**config.mk**
```make
export PLATFORM = sky130hd
export DESIGN_NAME = cae_cfg
export DESIGN_NICKNAME = d
export VERILOG_FILES = /design/src/design/cae_pkg.sv /design/src/design/cae_cfg.sv
export SDC_FILE = /design/constraint.sdc
export NUM_CORES = 1
export LEC_CHECK = 0
export BUFFER_PORTS_ARGS = -buffer_cell sky130_fd_sc_hd__buf_2
export CAP_MARGIN = 15
export CELL_PAD_IN_SITES_DETAIL_PLACEMENT = 2
export CELL_PAD_IN_SITES_GLOBAL_PLACEMENT = 2
export CORE_MARGIN = 5
export CORE_UTILIZATION = 31
export DETAILED_ROUTE_END_ITERATION = 10
export PLACE_DENSITY = 0.77
export RECOVER_POWER = 25
export SLEW_MARGIN = 40
export SYNTH_ARGS = -nofsm -noshare
export SYNTH_HDL_FRONTEND = slang
export SYNTH_SLANG_ARGS = --single-unit
```
**constraint.sdc**
```tcl
create_clock -name clk -period 3.9 [get_ports clk]
set_input_delay 0.78 -clock clk [delete_from_list [all_inputs] [get_ports clk]]
set_output_delay 0.78 -clock clk [all_outputs]
set_load 0.02 [all_outputs]
```
**src/design/cae_pkg.sv**
```systemverilog
// shared types, constants and saturation helpers for the segment evaluator
// no dependencies; imported by every module of the block
package cae_pkg;

  localparam int FRAC_BITS = 16;
  localparam int W = 32;
  // magnitude width of a fixed-point product term (product < 2^63)
  localparam int TW = 2 * W - 1 - FRAC_BITS;
  // scaled radicand width and root width
  localparam int SQ_IN_W = 62;
  localparam int SQ_W = SQ_IN_W / 2;
  localparam int RAD_LIM_SH = SQ_IN_W - FRAC_BITS;
  // dividend width for time and acceleration divisions
  localparam int ND_W = W + FRAC_BITS + 1;
  // wide signed width used before saturation
  localparam int SW = 56;
  localparam int Q_DEPTH = 4;
  localparam int CFG_IDX_W = 3;

  localparam logic [CFG_IDX_W-1:0] REG_START_POS = 3'd0;
  localparam logic [CFG_IDX_W-1:0] REG_START_TIME = 3'd1;
  localparam logic [CFG_IDX_W-1:0] REG_START_VEL = 3'd2;
  localparam logic [CFG_IDX_W-1:0] REG_END_POS = 3'd3;
  localparam logic [CFG_IDX_W-1:0] REG_END_TIME = 3'd4;
  localparam logic [CFG_IDX_W-1:0] REG_END_VEL = 3'd5;
  localparam logic [CFG_IDX_W-1:0] REG_REVERSED = 3'd6;

  localparam logic ACT_TIME = 1'b0;
  localparam logic ACT_POS = 1'b1;

  localparam logic signed [SW-1:0] S_MAX = {{(SW-W+1){1'b0}}, {(W-1){1'b1}}};
  localparam logic signed [SW-1:0] S_MIN = {{(SW-W+1){1'b1}}, {(W-1){1'b0}}};
  localparam logic signed [W-1:0] W_MAX = {1'b0, {(W-1){1'b1}}};
  localparam logic signed [W-1:0] W_MIN = {1'b1, {(W-1){1'b0}}};

  typedef struct packed {
    logic signed [W-1:0] start_position;
    logic signed [W-1:0] start_time;
    logic signed [W-1:0] start_velocity;
    logic signed [W-1:0] end_position;
    logic signed [W-1:0] end_time;
    logic signed [W-1:0] end_velocity;
    logic                reversed_mode;
    logic signed [W-1:0] accel;
  } cfg_t;

  // classified query as queued between front and back
  typedef struct packed {
    logic                action;
    logic                hit;
    logic signed [W-1:0] q;
    logic [W-1:0]        u;
    logic                uneg;
  } entry_t;

  // sideband carried through the root pipeline
  typedef struct packed {
    logic                action;
    logic                hit;
    logic signed [W-1:0] q;
    logic [W-1:0]        u;
    logic                uneg;
    logic signed [W-1:0] pos_t;
    logic signed [W-1:0] vel_t;
    logic                big;
  } tag_t;

  // sideband carried through the divider pipeline
  typedef struct packed {
    logic                action;
    logic                hit;
    logic signed [W-1:0] q;
    logic signed [W-1:0] pos_t;
    logic signed [W-1:0] vel_t;
    logic signed [W-1:0] vel_p;
    logic                den_zero;
    logic                qneg;
  } dtag_t;

  function automatic logic signed [W-1:0] sat_w(input logic signed [SW-1:0] v);
    if (v > S_MAX) return W_MAX;
    else if (v < S_MIN) return W_MIN;
    else return v[W-1:0];
  endfunction

  function automatic logic signed [W-1:0] neg_sat(input logic signed [W-1:0] v);
    return sat_w(-(SW'(v)));
  endfunction

endpackage

```
**src/design/cae_cfg.sv**
```systemverilog
// segment registers and the serial divider that derives the acceleration
// depends on cae_pkg
module cae_cfg (
  input  logic                           clk,
  input  logic                           rst,
  input  logic                           cfg_valid,
  output logic                           cfg_ready,
  input  logic [cae_pkg::CFG_IDX_W-1:0]  cfg_index,
  input  logic [cae_pkg::W-1:0]          cfg_data,
  output cae_pkg::cfg_t                  cfg,
  output logic                           busy
);
  import cae_pkg::*;

  localparam int STEPS = ND_W;
  localparam int CNT_W = $clog2(STEPS + 1);

  logic signed [W-1:0] sp, st, sv, ep, et, ev, accel;
  logic                rev;
  logic                wr, start, done;
  logic [CNT_W-1:0]    cnt;
  logic [ND_W-1:0]     nq;
  logic [W:0]          dvs, rem;
  logic                qneg, dzero;
  logic signed [W:0]   dv_diff, dur;
  logic [W:0]          dv_mag, dur_mag;
  logic [W+1:0]        trial;
  logic                ge;
  logic [W+1:0]        trial_sub;
  logic signed [SW-1:0] q_s;

  assign cfg_ready = 1'b1;
  assign wr = cfg_valid & cfg_ready;

  // register writes
  always_ff @(posedge clk) begin
    if (rst) begin
      sp <= '0; st <= '0; sv <= '0; ep <= '0; et <= '0; ev <= '0; rev <= 1'b0;
    end else if (wr) begin
      unique case (cfg_index)
        REG_START_POS:  sp <= cfg_data;
        REG_START_TIME: st <= cfg_data;
        REG_START_VEL:  sv <= cfg_data;
        REG_END_POS:    ep <= cfg_data;
        REG_END_TIME:   et <= cfg_data;
        REG_END_VEL:    ev <= cfg_data;
        REG_REVERSED:   rev <= cfg_data[0];
        default: ;
      endcase
    end
  end

  // divider operands, magnitudes and signs
  assign dv_diff = {ev[W-1], ev} - {sv[W-1], sv};
  assign dur = {et[W-1], et} - {st[W-1], st};
  assign dv_mag = dv_diff[W] ? -dv_diff : dv_diff;
  assign dur_mag = dur[W] ? -dur : dur;

  // one quotient bit per cycle
  assign trial = {rem, nq[ND_W-1]};
  assign ge = trial >= {1'b0, dvs};
  assign trial_sub = trial - {1'b0, dvs};
  assign q_s = signed'(SW'(nq));

  always_ff @(posedge clk) begin
    if (rst) begin
      start <= 1'b0;
      done <= 1'b0;
      cnt <= '0;
      accel <= '0;
    end else begin
      start <= wr;
      done <= (cnt == CNT_W'(1));
      if (start) begin
        cnt <= CNT_W'(STEPS);
      end else if (cnt != '0) begin
        cnt <= cnt - 1'b1;
      end
      if (done) begin
        accel <= dzero ? '0 : sat_w(qneg ? -q_s : q_s);
      end
    end
  end

  always_ff @(posedge clk) begin
    if (start) begin
      nq <= {dv_mag, {FRAC_BITS{1'b0}}};
      dvs <= dur_mag;
      rem <= '0;
      qneg <= dv_diff[W] ^ dur[W];
      dzero <= (dur == '0);
    end else if (cnt != '0) begin
      rem <= ge ? trial_sub[W:0] : trial[W:0];
      nq <= {nq[ND_W-2:0], ge};
    end
  end

  assign busy = start | done | (cnt != '0);

  assign cfg.start_position = sp;
  assign cfg.start_time = st;
  assign cfg.start_velocity = sv;
  assign cfg.end_position = ep;
  assign cfg.end_time = et;
  assign cfg.end_velocity = ev;
  assign cfg.reversed_mode = rev;
  assign cfg.accel = accel;

  a_write_busy: assert property (@(posedge clk) disable iff (rst) wr |=> busy)
    else $error("acceleration update not started after register write");

endmodule

```
==> flow_summary.toml <==
[timing]
setup_viol = 12
clock_skew_ns = 0.0345
worst_pin_slew_ns = 1.86
final.period_utilization_pct = 103
max_freq_mhz = 248
layout_setup_ws_ns = -0.131
rsz0062_at_grt = "true"
relSlewSlack_pct = -23.9
drv_slew = 459
finalHoldViolations = 0
fin_crit_ns = 4.03

[clock_tree]
cts_sinks = 350
cts_tree = "yes"
ctsHtreeMaxLevel = 2
clock_latency_ns = 0.60
cts.clk_slew.worst_paths_ns = 0.06
cts-root-buf = "clkbuf_16"
cts_buffers = 44
cts_buffer_depth = 3

[synth]
synth_fp_nets = 2896
yosys_warnings = 0
yosysMostFrequentCell = "nand2_1"
seq_area_frac_synth_pct = 35.9
synthArstFlopShare_pct = 0
yosys.area.top_type = "dfxtp_1"
ys_types = 87
synth.avg_cell_area_um2 = 7.78
syn-instance-count = 2752
synth_commonest_cells = "614 x nand2_1, 305 x a21oi_1, 282 x dfxtp_1"
synth.top_cell.area_share_pct = 26.4
synth_edf_count = 68
synthFlopType = "dfxtp_1"
synth.cell_area_mm2 = 0.0214
ys_ff_latch = 350
synth_area_leaders = "dfxtp_1 26%, nand2_1 11%, edfxtp_1 9.5%"

[critical_path]
worstSetupEndpointType = "flop"
slowest_stage = "or4b_4"
r2r-end = "nq[45]$_DFFE_PP_"
critPathLaunchType = "flop"
cpPeakStageDelay_ns = 0.59
critPathMaxFanout = 3
cp_common_cell = "inv_2"
critPathTopFamily = "simple AND/OR/NAND/NOR gates"
r2r_start = "ev[0]$_SDFFE_PP0P_"
arrival_ns = 4.47
critical_path_class = "flop to flop"
crit_required_ns = 4.34
r2r_slack_ns = -0.13
rr_worst_depth = 15
path_buf_inv = 3
crit_chain = "inv_2 > ha_4 > inv_2 > fa_2 > buf_6 > a21o_1 > a221o_1 > o31ai_2 > o211ai_1 > nor3_2 > nand4_1 > or4b_4 > or3_4 > or4_1 > nand3_1"

[route]
detailroute.via_count = 22300
ant_nets = 0
wl_met3_um = 5210
wirelength_um = 96000
via_per_inst = 5.46
wire_per_inst_um = 23.5
met1_length_um = 42100
drc_errors = 0
highest_layer = "met5"
drtIter0Drc = 1088
wl_met2_um = 45300
drtPass1Iterations = 5

[power_and_ir_drop]
power_frac_clock_pct = 24.1
power.switching_mw = 7.40
p_seq_share_pct = 28.8
ir_drop_mv = 0.337
p_per_area_mw_per_mm2 = 650
netSwitchingFraction_pct = 42.3
p_int_mw = 10.1
combinationalPowerShare_pct = 47.1
power.leakage_nw = 11.3

[die]
die_h_um = 273
coreArea_mm2 = 0.0686
pin_count = 265
placement_rows = 96
dieArea_mm2 = 0.0744
initial_core_util_pct = 31.2
dieWidth_um = 273

[global_route]
grt_pass1_vias = 24300
overflow = 0
grt_max_degree = 86
grt_pass1_wl_um = 147000
antenna_found_initial = 3
grt_use_total_pct = 24.7

[cells_and_area]
drive_gt1_share_pct = 21.4
fin_cells = 4086
finalNetCount = 3261
area_delta_synth_final_pct = 25.8
postLayoutCellArea_mm2 = 0.0269

[place]
dp.cells = 3973
dpl-instance-area_mm2 = 0.0248
io_buffers = 263
gp_congestion = 0.893
place_ws_ns = -0.295
hpwl_um = 71300

[run]
cap_violations = 10

[hold_path]
min_to = "sp[7]$_SDFFE_PP0P_"
hp-class = "flop to flop"
whs_path_depth = 2
worstHoldStart = "sp[7]$_SDFFE_PP0P_"

[status]
status = "finished, violations left"
violations = "max-capacitance violations, max-slew violations, negative setup slack"
==> power by group through the flow <==
stage                     logic (mW)  clock network, mW  registers, mW
after floorplan                 5.02                  0           4.95
after global placement          7.36                  0           5.03
after detailed placement        7.77                  0           5.09
after CTS                       7.97               4.31           5.03
after global routing            8.99               4.47           5.11
final                           8.25               4.22           5.04
==> cells in the final DEF, fill, tap and decap left out, types with 28 or more instances in the layout <==
| master | count |
|---|---|
| a211oi_1 | 32 |
| a21o_1 | 46 |
| a21oi_1 | 299 |
| buf_2 | 261 |
| buf_4 | 186 |
| clkbuf_16 | 47 |
| dfxtp_1 | 275 |
| edfxtp_1 | 68 |
| ha_1 | 95 |
| inv_1 | 144 |
| nand2_1 | 612 |
| nand3_1 | 43 |
| nor2_1 | 120 |
| nor3_1 | 35 |
| o211ai_1 | 39 |
| o21ai_0 | 115 |
| o31ai_1 | 28 |
| xnor2_1 | 96 |
| xor2_1 | 68 |
==> worst register-to-register path, cell delays in order, from the launching register on <==
cell and delay (ns):
dfxtp_2 0.32, inv_2 0.06, ha_4 0.13, inv_2 0.04
fa_2 0.39, buf_6 0.14, a21o_1 0.20, a221o_1 0.35
o31ai_2 0.09, o211ai_1 0.18, nor3_2 0.24, nand4_1 0.17
or4b_4 0.59, or3_4 0.43, or4_1 0.47, nand3_1 0.10
==> repair_timing <==
action	CTS	global route
buffers inserted	10	18
hold buffers	0	0
pin swaps	20	31
setup endpoints to repair	19	77
hold endpoints to repair	0	0
gates resized for setup	46	72
==> area by class of cell <==
class | count | area, um2
Fill cell | 7870 | 41700
Multi-Input combinational cell | 2103 | 13100
Sequential cell | 350 | 7700
Timing Repair Buffer | 469 | 2910
Clock buffer | 65 | 1320
Tap cell | 931 | 1160
Inverter | 149 | 559
Clock inverter | 17 | 138
Antenna cell | 2 | 5.00
==> logic make-up (layout without fill, tap and decap cells) <==
logic type | Yosys count | after routing | share of synthesized area, %
mux | 12 | 12 | 0.561
buf+inv | 299 | 700 | 5.37
compound gates | 787 | 787 | 23.5
xor+xnor | 166 | 166 | 6.79
simple gates | 1031 | 1031 | 21.5
other cells | 1 | 3 | 0.0175
fa+ha+maj | 106 | 106 | 6.30
flops | 350 | 350 | 35.9
==> registers in the layout, summed over array words and instances, names as in the netlist <==
signal,cells
ev,32
start,1
st,32
sp,32
accel,32
cnt,6
et,32
rev,1
done,1
dvs,33
dzero,1
qneg,1
sv,32
ep,32
rem,33
nq,49
==> layer usage <==
metal / vias to the layer above / global-route usage [%]
li1: 10400 / -
met1: 11200 / 31.4
met2: 500 / 42.0
met3: 153 / 5.36
met4: 2 / 7.58
met5: - / 0
==> per-stage QoR <==
| stage | power, mW | setup TNS (ns) | hold WS (ns) | util [%] |
|---|---|---|---|---|
| finish | 17.5 | -0.601 | 0.459 | 39.3 |
| global route | 18.6 | -3.05 | 0.482 | 39.3 |
| CTS | 17.3 | 0 | 0.460 | 38.7 |
| detailed placement | 12.9 | -2.43 | 0.452 | 36.1 |
| global placement | 12.4 | -0.478 | 0.439 | 36.1 |
| floorplan | 9.97 | -0.0147 | 0.445 | - |
==> worst max path at each step <==
stage | start | slack [ns] | depth (start not counted) | end
finish | ev[0]$_SDFFE_PP0P_ | -0.13 | 15 | nq[45]$_DFFE_PP_
global route | ev[0]$_SDFFE_PP0P_ | -0.23 | 18 | nq[47]$_DFFE_PP_
CTS | et[0]$_SDFFE_PP0P_ | 0.0003 | 15 | dvs[29]$_DFFE_PP_
detailed placement | sv[3]$_SDFFE_PP0P_ | -0.29 | 13 | nq[48]$_DFFE_PP_
global placement | et[0]$_SDFFE_PP0P_ | -0.15 | 18 | dvs[32]$_SDFFCE_PP0P_
floorplan | et[0]$_SDFFE_PP0P_ | -0.01 | 17 | dvs[32]$_SDFFCE_PP0P_
Power figures use the tool's default switching activity.
