**config.mk**
```make
export PLATFORM = sky130hd
export DESIGN_NAME = cae_front
export DESIGN_NICKNAME = d
export VERILOG_FILES = /design/src/design/cae_pkg.sv /design/src/design/cae_front.sv
export SDC_FILE = /design/constraint.sdc
export NUM_CORES = 1
export LEC_CHECK = 0
export ABC_AREA = 1
export BUFFER_PORTS_ARGS = -buffer_cell sky130_fd_sc_hd__clkbuf_2
export CAP_MARGIN = 15
export CORE_MARGIN = 2
export CORE_UTILIZATION = 32
export CTS_CLUSTER_DIAMETER = 50
export CTS_CLUSTER_SIZE = 8
export DETAILED_ROUTE_END_ITERATION = 7
export HOLD_SLACK_MARGIN = 0.02
export PLACE_DENSITY = 0.59
export SYNTH_ARGS = -nofsm -noshare
export SYNTH_HDL_FRONTEND = slang
export SYNTH_SLANG_ARGS = --single-unit
```
**constraint.sdc**
```tcl
create_clock -name clk -period 4.4 [get_ports clk]
set_input_delay 0.88 -clock clk [delete_from_list [all_inputs] [get_ports clk]]
set_output_delay 0.88 -clock clk [all_outputs]
set_load 0.02 [all_outputs]
```
**src/design/cae_pkg.sv**
```systemverilog
// shared types, constants and saturation helpers for the segment evaluator
// no dependencies; imported by every module of the block
package cae_pkg;

  localparam int FRAC_BITS = 16;
  localparam int W = 32;
  // magnitude width of a fixed-point product term (product < 2^63)
  localparam int TW = 2 * W - 1 - FRAC_BITS;
  // scaled radicand width and root width
  localparam int SQ_IN_W = 62;
  localparam int SQ_W = SQ_IN_W / 2;
  localparam int RAD_LIM_SH = SQ_IN_W - FRAC_BITS;
  // dividend width for time and acceleration divisions
  localparam int ND_W = W + FRAC_BITS + 1;
  // wide signed width used before saturation
  localparam int SW = 56;
  localparam int Q_DEPTH = 4;
  localparam int CFG_IDX_W = 3;

  localparam logic [CFG_IDX_W-1:0] REG_START_POS = 3'd0;
  localparam logic [CFG_IDX_W-1:0] REG_START_TIME = 3'd1;
  localparam logic [CFG_IDX_W-1:0] REG_START_VEL = 3'd2;
  localparam logic [CFG_IDX_W-1:0] REG_END_POS = 3'd3;
  localparam logic [CFG_IDX_W-1:0] REG_END_TIME = 3'd4;
  localparam logic [CFG_IDX_W-1:0] REG_END_VEL = 3'd5;
  localparam logic [CFG_IDX_W-1:0] REG_REVERSED = 3'd6;

  localparam logic ACT_TIME = 1'b0;
  localparam logic ACT_POS = 1'b1;

  localparam logic signed [SW-1:0] S_MAX = {{(SW-W+1){1'b0}}, {(W-1){1'b1}}};
  localparam logic signed [SW-1:0] S_MIN = {{(SW-W+1){1'b1}}, {(W-1){1'b0}}};
  localparam logic signed [W-1:0] W_MAX = {1'b0, {(W-1){1'b1}}};
  localparam logic signed [W-1:0] W_MIN = {1'b1, {(W-1){1'b0}}};

  typedef struct packed {
    logic signed [W-1:0] start_position;
    logic signed [W-1:0] start_time;
    logic signed [W-1:0] start_velocity;
    logic signed [W-1:0] end_position;
    logic signed [W-1:0] end_time;
    logic signed [W-1:0] end_velocity;
    logic                reversed_mode;
    logic signed [W-1:0] accel;
  } cfg_t;

  // classified query as queued between front and back
  typedef struct packed {
    logic                action;
    logic                hit;
    logic signed [W-1:0] q;
    logic [W-1:0]        u;
    logic                uneg;
  } entry_t;

  // sideband carried through the root pipeline
  typedef struct packed {
    logic                action;
    logic                hit;
    logic signed [W-1:0] q;
    logic [W-1:0]        u;
    logic                uneg;
    logic signed [W-1:0] pos_t;
    logic signed [W-1:0] vel_t;
    logic                big;
  } tag_t;

  // sideband carried through the divider pipeline
  typedef struct packed {
    logic                action;
    logic                hit;
    logic signed [W-1:0] q;
    logic signed [W-1:0] pos_t;
    logic signed [W-1:0] vel_t;
    logic signed [W-1:0] vel_p;
    logic                den_zero;
    logic                qneg;
  } dtag_t;

  function automatic logic signed [W-1:0] sat_w(input logic signed [SW-1:0] v);
    if (v > S_MAX) return W_MAX;
    else if (v < S_MIN) return W_MIN;
    else return v[W-1:0];
  endfunction

  function automatic logic signed [W-1:0] neg_sat(input logic signed [W-1:0] v);
    return sat_w(-(SW'(v)));
  endfunction

endpackage

```
**src/design/cae_front.sv**
```systemverilog
// query intake: range check, offset magnitude, and a short queue to the back end
// depends on cae_pkg
module cae_front (
  input  logic                  clk,
  input  logic                  rst,
  input  cae_pkg::cfg_t         cfg,
  input  logic                  busy,
  input  logic                  s_axis_tvalid,
  output logic                  s_axis_tready,
  input  logic [cae_pkg::W-1:0] s_axis_tdata,
  input  logic [0:0]            s_axis_tuser,
  input  logic                  pop,
  output logic                  head_v,
  output cae_pkg::entry_t       head
);
  import cae_pkg::*;

  localparam int PTR_W = $clog2(Q_DEPTH);
  localparam int CNT_W = $clog2(Q_DEPTH + 1);

  entry_t              mem [Q_DEPTH];
  logic [PTR_W-1:0]    wr_ptr, rd_ptr;
  logic [CNT_W-1:0]    count;
  logic                push;
  logic signed [W-1:0] q;
  logic signed [W:0]   dx;
  logic [W:0]          dx_mag;
  logic [W-1:0]        dt;
  logic                hit_t, hit_p;
  entry_t              ent;

  assign q = s_axis_tdata;

  // classify the query against the segment
  always_comb begin
    hit_t = (q >= cfg.start_time) && (q <= cfg.end_time);
    if (cfg.end_position < cfg.start_position) begin
      hit_p = (q >= cfg.end_position) && (q <= cfg.start_position);
    end else begin
      hit_p = (q >= cfg.start_position) && (q <= cfg.end_position);
    end
    dt = q - cfg.start_time;
    dx = {q[W-1], q} - {cfg.start_position[W-1], cfg.start_position};
    dx_mag = dx[W] ? -dx : dx;
    ent.action = s_axis_tuser[0];
    ent.q = q;
    if (s_axis_tuser[0] == ACT_POS) begin
      ent.hit = hit_p;
      ent.u = dx_mag[W-1:0];
      ent.uneg = dx[W];
    end else begin
      ent.hit = hit_t;
      ent.u = dt;
      ent.uneg = 1'b0;
    end
  end

  assign s_axis_tready = (count != CNT_W'(Q_DEPTH)) & ~busy;
  assign push = s_axis_tvalid & s_axis_tready;
  assign head_v = (count != '0);
  assign head = mem[rd_ptr];

  // queue storage
  always_ff @(posedge clk) begin
    if (push) begin
      mem[wr_ptr] <= ent;
    end
  end

  // queue pointers
  always_ff @(posedge clk) begin
    if (rst) begin
      wr_ptr <= '0;
      rd_ptr <= '0;
      count <= '0;
    end else begin
      if (push) wr_ptr <= wr_ptr + 1'b1;
      if (pop) rd_ptr <= rd_ptr + 1'b1;
      if (push && !pop) count <= count + 1'b1;
      else if (pop && !push) count <= count - 1'b1;
    end
  end

  a_no_overflow: assert property (@(posedge clk) disable iff (rst)
      (count == CNT_W'(Q_DEPTH)) |-> !push)
    else $error("queue written while full");

  a_count_up: assert property (@(posedge clk) disable iff (rst)
      (push && !pop) |=> (count == $past(count) + 1'b1))
    else $error("queue count lost a transfer");

endmodule

```
==> results of run 1 <==
cells in the mapped netlist (9+ instances only):
library cell	number
nor3_1	17
nand3_1	109
edfxtp_1	268
inv_1	327
o21ai_0	208
nor2_2	17
nand2_2	38
nand2_1	470
o21a_1	9
nor2_1	260
clkbuf_1	48
nand4_1	29
a21oi_1	134
inv_2	12
o22ai_1	68
dfxtp_1	9
ha_1	166
worst paths after layout:
path | startpoint | endpoint | cells after the start
max reg2reg | count[1] | count[2] | 11
min | rd_ptr[1] | flip-flop | 2
min reg2reg | rd_ptr[1] | flip-flop | 2
max | flip-flop | head[3] | 5
stage by stage:
stage               std cells  TNS [ns]  setup WS, ns  total power [mW]  cell area, µm²
CTS                      3356         0         0.733              8.02           22300
finish                   3356         0         0.805              7.96           22300
global route             3356         0         0.562              8.36           22300
global placement         3299         0         0.422              5.16           21200
floorplan                2306   -139.77        -0.522              4.44           18800
detailed placement       3299         0         0.402              5.20           21200
critical path, stage by stage (launching register included):
cell	delay [ns]
dfxtp_4	0.35
clkinv_2	0.18
buf_4	0.75
o21ai_0	0.18
o22ai_1	0.38
clkbuf_2	0.25
per-layer routing:
metal / up-vias / track usage
met1: 7823 / 0.264
met2: 479 / 0.354
met5: - / 0
met3: 101 / 0.0186
li1: 8336 / -
met4: 0 / 0.0764
layout make-up:
type | count | share of cell area
Sequential cell | 277 | 0.369
Tap cell | 765 | 0.0429
Clock buffer | 53 | 0.0494
Inverter | 343 | 0.0577
Timing Repair Buffer | 284 | 0.0726
Clock inverter | 4 | 0.00218
Multi-Input combinational cell | 1630 | 0.407
where the power goes:
part	switching, mW	internal [mW]
logic	1.41	0.650
registers	0.0228	3.06
clock network	1.08	1.73
registers in the layout (all words and copies together), names as in the netlist, named ones only:
register,cells
rd_ptr,2
count,3
wr_ptr,2
mem,268
logic make-up after synthesis:
family                     Yosys count
adders and majority gates          169
and+or+nand+nor                    983
xor gates and xnor gates            10
buffers and inverters              399
AOI/OAI and AO/OA                  467
muxes                                1
DFF                                277
placed cells by master, fill, tap and decap left out, drive strengths merged, types with 18 or more instances in the layout:
cell,Yosys,routed
buf,8,50
nor3,18,18
clkbuf,48,287
o22ai,69,69
ha,166,166
nand3,116,116
edfxtp,268,268
o21ai,218,218
nand4,29,29
inv,339,340
nand2,509,509
a21oi,137,137
nor2,284,284
==> flow_summary_export.csv, run 1 <==
group,metric,value,unit
routing,drt_pre_antenna_iters,6,
die,ios,332,
logic_synthesis,synth_top_area_frac,0.428,
clock_network,clkSlewWorstSetupHoldPaths,0.05,ns
logic_synthesis,synth_top_area_cell,"edfxtp_1",
min_path,hold_class,"reg -> reg",
die,die_y,246,µm
logic_synthesis,syn_avg_cell_area,8.16,µm²
setup_path,cp.required,3.52,ns
setup_path,cp-end-kind,"output pin",
logic_synthesis,synthMuxAreaShare,0.000532,
placement,place.gp.congestion,0.919,
routing,drt_iter0_markers,1046,
sta,min_period,3.59,ns
clock_network,cts_buffer_depth,3,
setup_path,crit_type,"reg -> out",
sta,timing.final.max_slew_violations,0,
setup_path,reg2reg_slack,2.04,ns
routing,met3_length,2.84,mm
clock_network,cts_hold_repair.buffers,0,
die,dieArea,60700,µm²
clock_network,root_buffer,"clkbuf_16",
sta,min_period_over_period,0.817,
cells_and_area,n_fill_cell,5944,
clock_network,ctsResizeCount,0,
routing,top_layer_used,"met4",
die,start_util,0.325,
setup_path,cp.arrival,2.71,ns
logic_synthesis,synth_top_family_by_area,"simple AND/OR/NAND/NOR gates",
setup_path,cp_max_fo,94,
sta,clock-skew-final,0.0234,ns
pwr,p_leak,10.1,nW
logic_synthesis,synth-seq-area-share,0.438,
job,maxCapViolCount,0,
clock_network,htree_levels,2,
routing,num_vias,16700,
setup_path,worstSetupStartpointType,"flip-flop",
cells_and_area,antenna_cells,0,
placement,hpwl,48.3,mm
logic_synthesis,synth_cell_types,53,
logic_synthesis,synthCells,2306,
logic_synthesis,synth_compound_area_frac,0.137,
sta,rsz0062_at_grt,"false",
logic_synthesis,ys_async_sr_fraction,0,
placement,portBuffers,234,
logic_synthesis,synthXorXnorAreaFrac,0.00466,
global_routing,grtUsageTotal,0.204,
global_routing,grt_start_max_net_pins,95,
cells_and_area,fin_nets,3009,
die,core_region_area,57900,µm²
sta,slew-limit-headroom,0.272,
die,fp.dieW,246,µm
logic_synthesis,ys.flop_type,"edfxtp_1",
routing,detail-route-antenna-nets,0,
pwr,power_density,356,nW/µm²
clock_network,post_cts_buffers,0,
routing,wl,62.7,mm
sta,hold_slack,0.505,ns
sta,setup_violations,0,
sta,fmax,278,MHz
cells_and_area,syn2layout_area_growth,18.8,%
logic_synthesis,ys_warn_count,0,
logic_synthesis,synthesis.area,18800,µm²
clock_network,cts_made_buffers,41,
cells_and_area,multi_input_comb_area,9080,µm²
status,outcome,"finished, final reports clean",
global_routing,grt_pass1_wl,93.9,mm
clock_network,cts.sinks,277,
routing,dr_wl_met2,30.4,mm
die,rows,88,
routing,wl_per_cell,18.7,µm
logic_synthesis,synth_edf_count,268,
sta,tightest_slew,1.08,ns
logic_synthesis,synth-simple-area-share,0.226,
clock_network,clkLatencyLatePin,0.54,ns
logic_synthesis,ys_top_cells_by_area,"edfxtp_1 (43%), ha_1 (11%), nand2_1 (9.4%)",
routing,wl_met1,27.2,mm
cells_and_area,seq_area,8230,µm²
global_routing,grt_overflow,0,
logic_synthesis,synthAdderAreaFrac,0.114,
routing,drc_errors,0,
clock_network,cts_tree,"yes",
routing,viasPerCell,4.99,
pwr,ir_worst_vdd,0.272,mV
sta,hold_viol_final,0,
cells_and_area,fin_util,0.386,
global_routing,antenna_found_initial,0,
cells_and_area,final_layout_size_suffix_gt1_frac,0.167,
logic_synthesis,ys_ff_latch,277,
global_routing,grt_pass1_vias,16400,
logic_synthesis,syn_nets,2738,
(Power assumes the default switching activity.)
==> inputs of run 2 (changes only) <==
--- a/config.mk
+++ b/config.mk
@@ -14,7 +14,7 @@
 export CTS_CLUSTER_SIZE = 8
 export DETAILED_ROUTE_END_ITERATION = 7
 export HOLD_SLACK_MARGIN = 0.02
-export PLACE_DENSITY = 0.59
+export PLACE_DENSITY = 0.58
 export SYNTH_ARGS = -nofsm -noshare
 export SYNTH_HDL_FRONTEND = slang
 export SYNTH_SLANG_ARGS = --single-unit
==> constraint.sdc (replaced) <==
create_clock -name clk -period 3.57 [get_ports clk]
set_input_delay 0.714 -clock clk [delete_from_list [all_inputs] [get_ports clk]]
set_output_delay 0.714 -clock clk [all_outputs]
set_load 0.02 [all_outputs]
==> flow_summary_export.csv, run 2 (synthesis gave the netlist of run 1 again) <==
group,metric,value,unit
cells_and_area,top_regs,"mem: 268 flops, count: 3 flops",
global_routing,grt_pass1_vias,16700,
sta,rsz0062_at_grt,"false",
sta,hold_viol_final,0,
setup_path,cp_max_fo,5,
min_path,hold_end,"mem[2][33]",
setup_path,r2r-start,"count[0]",
min_path,min-delay-start,"s_axis_tdata[0]",
routing,num_vias,16900,
setup_path,worstSetupStartpointType,"primary input",
cells_and_area,final_common_cell,"nand2_1",
min_path,hold_class,"in -> reg",
setup_path,r2r-end,"count[2]",
pwr,p_total,10.2,mW
setup_path,cp.arrival,3.40,ns
setup_path,critPathSlowestCell,"fa_2",
cells_and_area,antenna_cells,0,
cells_and_area,final_layout_size_suffix_gt1_frac,0.199,
setup_path,crit_family,"simple AND/OR/NAND/NOR gates",
placement,hpwl,49.0,mm
cells_and_area,fin_nets,3111,
setup_path,crit_type,"in -> reg",
cells_and_area,n_fill_cell,5939,
clock_network,cts_buffer_depth,3,
routing,viasPerCell,4.89,
global_routing,antenna_found_initial,0,
sta,setup_ws,0.374,ns
pwr,power_density,439,nW/µm²
placement,placed_cells,3400,
cells_and_area,multi_input_comb_area,9080,µm²
pwr,p_leak,10.6,nW
placement,place_area,22000,µm²
clock_network,post_cts_buffers,0,
clock_network,clkSlewWorstSetupHoldPaths,0.05,ns
cells_and_area,layout_common_cells,"nand2_1 (470), inv_1 (326), edfxtp_1 (268)",
job,maxCapViolCount,0,
setup_path,cp-end-kind,"flip-flop",
cells_and_area,largest_register_ffs,268,
clock_network,root_buffer,"clkbuf_16",
die,rows,88,
cells_and_area,top_register,"mem",
global_routing,grt_start_max_net_pins,135,
sta,slew-limit-headroom,0.620,
cells_and_area,seq_area,8230,µm²
placement,portBuffers,234,
cells_and_area,stdcell_count,3452,
routing,wl,63.0,mm
global_routing,grt_pass1_wl,94.7,mm
cells_and_area,design_area,23200,µm²
routing,detail-route-antenna-nets,0,
sta,min_period_over_period,0.895,
sta,timing.final.max_slew_violations,0,
clock_network,cts.sinks,277,
cells_and_area,syn2layout_area_growth,23.2,%
clock_network,cts_made_buffers,42,
global_routing,grt_overflow,0,
die,dieArea,60700,µm²
routing,drt_iter0_markers,977,
sta,min_period,3.20,ns
die,core_region_area,57900,µm²
min_path,whs_path_depth,1,
routing,drc_errors,0,
routing,wl_per_cell,18.3,µm
clock_network,cts_tree,"yes",
clock_network,clkLatencyLatePin,0.52,ns
clock_network,htree_levels,2,
setup_path,path_common_cell,"inv_1",
routing,drt_pre_antenna_iters,6,
setup_path,cp_slowest_stage_delay,0.45,ns
placement,place.gp.congestion,0.901,
setup_path,path_buf_inv,5,
setup_path,reg2reg_slack,1.19,ns
die,start_util,0.325,
status,outcome,"finished, final reports clean",
die,ios,332,
sta,tightest_slew,0.570,ns
sta,fmax,313,MHz
pwr,ir_worst_vdd,0.299,mV
sta,clock-skew-final,0.0142,ns
global_routing,grtUsageTotal,0.205,
setup_path,r2r_cells,11,
placement,place_ws,-0.248,ns
sta,setup_violations,0,
die,die_y,246,µm
setup_path,cp.required,3.78,ns
setup_path,crit_chain,"clkbuf_2 -> inv_1 -> ha_1 -> inv_1 -> fa_2 -> inv_1 -> ha_1 -> inv_1 -> nor2_1 -> nand3_1 -> nor2_1 -> nand2_2 -> nor2_4 -> nand2_2 -> nor2_4 -> nand3_1 -> nand2_1 -> a21oi_1 -> o21ai_0 -> nand2_1",
sta,hold_slack,0.442,ns
die,fp.dieW,246,µm
-- run 2: changes by cell type in the layout (fill, tap and decap cells not counted), moves of 2 or more --
cell       delta
buf_4       +100
bufinv_16     +2
clkbuf_1      -8
clkbuf_16     +3
clkinv_1      +3
-- run 2: worst max-delay path by stage --
stage / slack [ns] / to / from / cells past startpoint
6_report: 0.37 / mem[0][21] / s_axis_tdata[0] / 20
5_1_grt: 0.04 / mem[2][29] / s_axis_tdata[0] / 22
2_1_floorplan: -0.12 / mem[0][0] / busy / 3
3_3_place_gp: -0.21 / mem[3][18] / s_axis_tdata[0] / 22
3_5_place_dp: -0.25 / mem[2][18] / s_axis_tdata[0] / 22
4_1_cts: 0.30 / mem[0][18] / s_axis_tdata[0] / 22
-- run 2: what timing repair did --
| action | 4_1_cts | 5_1_grt |
|---|---|---|
| hold buffers | 0 | 0 |
| setup endpoints to repair | 0 | 8 |
| gates resized for setup | 0 | 1 |
-- run 2: worst reg2reg max path, stage by stage, from the launching register on --
cell and delay (ns):
dfxtp_1 0.39, inv_1 0.08, a31oi_1 0.18, nand2_1 0.34, inv_1 0.18, ha_1 0.16
inv_1 0.07, fa_1 0.38, a21oi_1 0.16, o21ai_0 0.12, a21oi_1 0.14, o21a_1 0.12
-- run 2: layer usage --
layer / vias to the layer above / track usage / part of all wire
met2: 381 / 0.351 / 0.48
met5: - / 0 / 0
met4: 0 / 0.0687 / 0.030
li1: 8532 / - / -
met3: 82 / 0.0194 / 0.036
met1: 7886 / 0.270 / 0.45
-- run 2: power breakdown --
group	internal [mW]	switching [mW]	total, mW	leakage (nW)
clock	2.34	1.28	3.63	0.588
sequential	3.77	0.0277	3.80	2.51
combinational	0.958	1.78	2.74	7.54
-- run 2: through the flow --
step | util | setup TNS (ns)
2_1_floorplan | - | -31.67
3_3_place_gp | 0.379 | -8.55
3_5_place_dp | 0.379 | -14.42
4_1_cts | 0.400 | 0
5_1_grt | 0.400 | 0
6_report | 0.400 | 0
-- run 2: cell type report --
cell class                 instances  share of cell area
inverter                         343              0.0556
multi-input combinational       1630               0.392
clock buffer                      47              0.0489
tap                              765              0.0413
clock inverter                     5             0.00324
timing repair buffer             385               0.103
sequential                       277               0.355
==> inputs of run 3 (changes only) <==
--- a/config.mk
+++ b/config.mk
@@ -13,6 +13,7 @@
 export CTS_CLUSTER_DIAMETER = 50
 export CTS_CLUSTER_SIZE = 8
 export DETAILED_ROUTE_END_ITERATION = 7
+export GPL_TIMING_DRIVEN = 0
 export HOLD_SLACK_MARGIN = 0.02
 export PLACE_DENSITY = 0.58
 export SYNTH_ARGS = -nofsm -noshare
==> flow_summary_export.csv, run 3 (synthesis gave the netlist of run 1 again) <==
group,metric,value,unit
cells_and_area,layout_common_cells,"nand2_1 (463), inv_1 (326), edfxtp_1 (268)",
cells_and_area,top_regs,"mem: 268 flops, count: 3 flops",
placement,hpwl,50.7,mm
routing,num_vias,16800,
clock_network,cts.sinks,277,
setup_path,cp.required,2.86,ns
routing,drt_iter0_markers,1141,
global_routing,grt_overflow,0,
cells_and_area,syn2layout_area_growth,19.1,%
sta,rsz0062_at_grt,"false",
setup_path,cp.arrival,2.69,ns
setup_path,cp_max_fo,10,
die,fp.dieW,246,µm
placement,place_area,21100,µm²
pwr,p_leak,10.1,nW
cells_and_area,largest_register_ffs,268,
status,outcome,"finished, final reports clean",
sta,clock-skew-final,0.0113,ns
setup_path,crit_type,"reg -> out",
placement,placed_cells,3313,
die,dieArea,60700,µm²
die,die_y,246,µm
clock_network,htree_levels,2,
clock_network,cts_tree,"yes",
routing,drt_pre_antenna_iters,5,
setup_path,crit_chain,"inv_1 -> clkbuf_1 -> clkbuf_1 -> o21ai_0 -> o22ai_1 -> clkbuf_2",
setup_path,cp-end-kind,"output pin",
cells_and_area,top_register,"mem",
global_routing,antenna_found_initial,0,
cells_and_area,fin_nets,3025,
routing,detail-route-antenna-nets,0,
routing,drc_errors,0,
die,start_util,0.325,
die,rows,88,
routing,wl_per_cell,19.1,µm
placement,place.gp.congestion,0.913,
cells_and_area,design_area,22400,µm²
global_routing,grtUsageTotal,0.208,
sta,setup_violations,0,
pwr,ir_worst_vdd,0.389,mV
setup_path,path_common_cell,"clkbuf_1",
sta,min_period,3.40,ns
sta,fmax,294,MHz
cells_and_area,final_layout_size_suffix_gt1_frac,0.162,
cells_and_area,stdcell_count,3370,
global_routing,grt_pass1_vias,16500,
pwr,power_density,442,nW/µm²
clock_network,clkSlewWorstSetupHoldPaths,0.05,ns
sta,timing.final.max_slew_violations,0,
clock_network,clkLatencyLatePin,0.52,ns
sta,slew-limit-headroom,0.377,
placement,portBuffers,233,
routing,viasPerCell,4.99,
setup_path,critPathSlowestCell,"clkbuf_1",
cells_and_area,final_common_cell,"nand2_1",
sta,min_period_over_period,0.953,
sta,hold_viol_final,0,
die,ios,332,
clock_network,root_buffer,"clkbuf_16",
setup_path,cp_slowest_stage_delay,0.55,ns
clock_network,cts_buffer_depth,3,
die,core_region_area,57900,µm²
clock_network,cts_made_buffers,42,
sta,tightest_slew,0.926,ns
routing,wl,64.3,mm
min_path,hold_class,"in -> reg",
setup_path,worstSetupStartpointType,"flip-flop",
job,maxCapViolCount,0,
global_routing,grt_pass1_wl,95.5,mm
global_routing,grt_start_max_net_pins,29,
run 3: cell count changes in the layout (fill, tap and decap cells not counted), moves of 3 or more:
cell	change
nand3_2	+3
o21ai_1	+9
nand3_1	-3
buf_2	+5
buf_4	-140
clkbuf_1	+47
o21ai_2	+4
o21ai_0	-13
nand2_1	-7
nand2_2	+7
clkbuf_2	+3
run 3: where the power goes:
part,internal (mW),switching (mW)
clock,2.22,1.31
sequential,3.77,0.0318
combinational,0.786,1.79
total,6.77,3.13
run 3: area by class of cell:
cell class | instances | area [µm²]
Inverter | 343 | 1290
Clock buffer | 49 | 1100
Fill cell | 5978 | 35500
Antenna cell | 1 | 2.50
Buffer | 55 | 239
Sequential cell | 277 | 8230
Clock inverter | 6 | 83.8
Tap cell | 765 | 957
Multi-Input combinational cell | 1630 | 9140
Timing Repair Buffer | 244 | 1350
run 3: timing repair:
item	CTS	global route
hold buffers	0	0
setup buffers	0	2
pin swaps	0	3
gates resized for setup	10	26
setup endpoints to repair	87	137
run 3: path summary, 6_finish.rpt:
check | slack [ns] | cells past startpoint | to | startpoint
max reg2reg | 1.20 | 5 | mem[0][49] | count[0]
min reg2reg | 0.51 | 2 | wr_ptr[0] | wr_ptr[0]
min | 0.44 | 1 | mem[1][66] | s_axis_tuser
max | 0.17 | 6 | head[45] | flip-flop
run 3: per-stage QoR:
step	hold slack (ns)	utilization	worst slack, ns	power (mW)	setup TNS, ns
final	0.441	0.387	0.169	9.90	0
after detailed placement	0.504	0.365	-0.690	6.41	-52.67
after global routing	0.428	0.387	0.00351	10.4	0
after global placement	0.494	0.362	-1.36	6.35	-384.40
after CTS	0.409	0.385	0.0210	9.95	0
after floorplan	0.480	-	-0.118	5.47	-31.67
run 3: metal layers:
| layer | track usage | wire length (µm) |
|---|---|---|
| met1 | 0.265 | 27500 |
| met2 | 0.368 | 31900 |
| met3 | 0.0184 | 2920 |
| met4 | 0.0702 | 1970 |
| met5 | 0 | 0 |
run 3: worst max-delay path, delay by kind of cell (launching register included):
family / cells / cell delay [ns]
buf+inv: 4 / 1.32
compound gates: 2 / 0.47
flops: 1 / 0.36
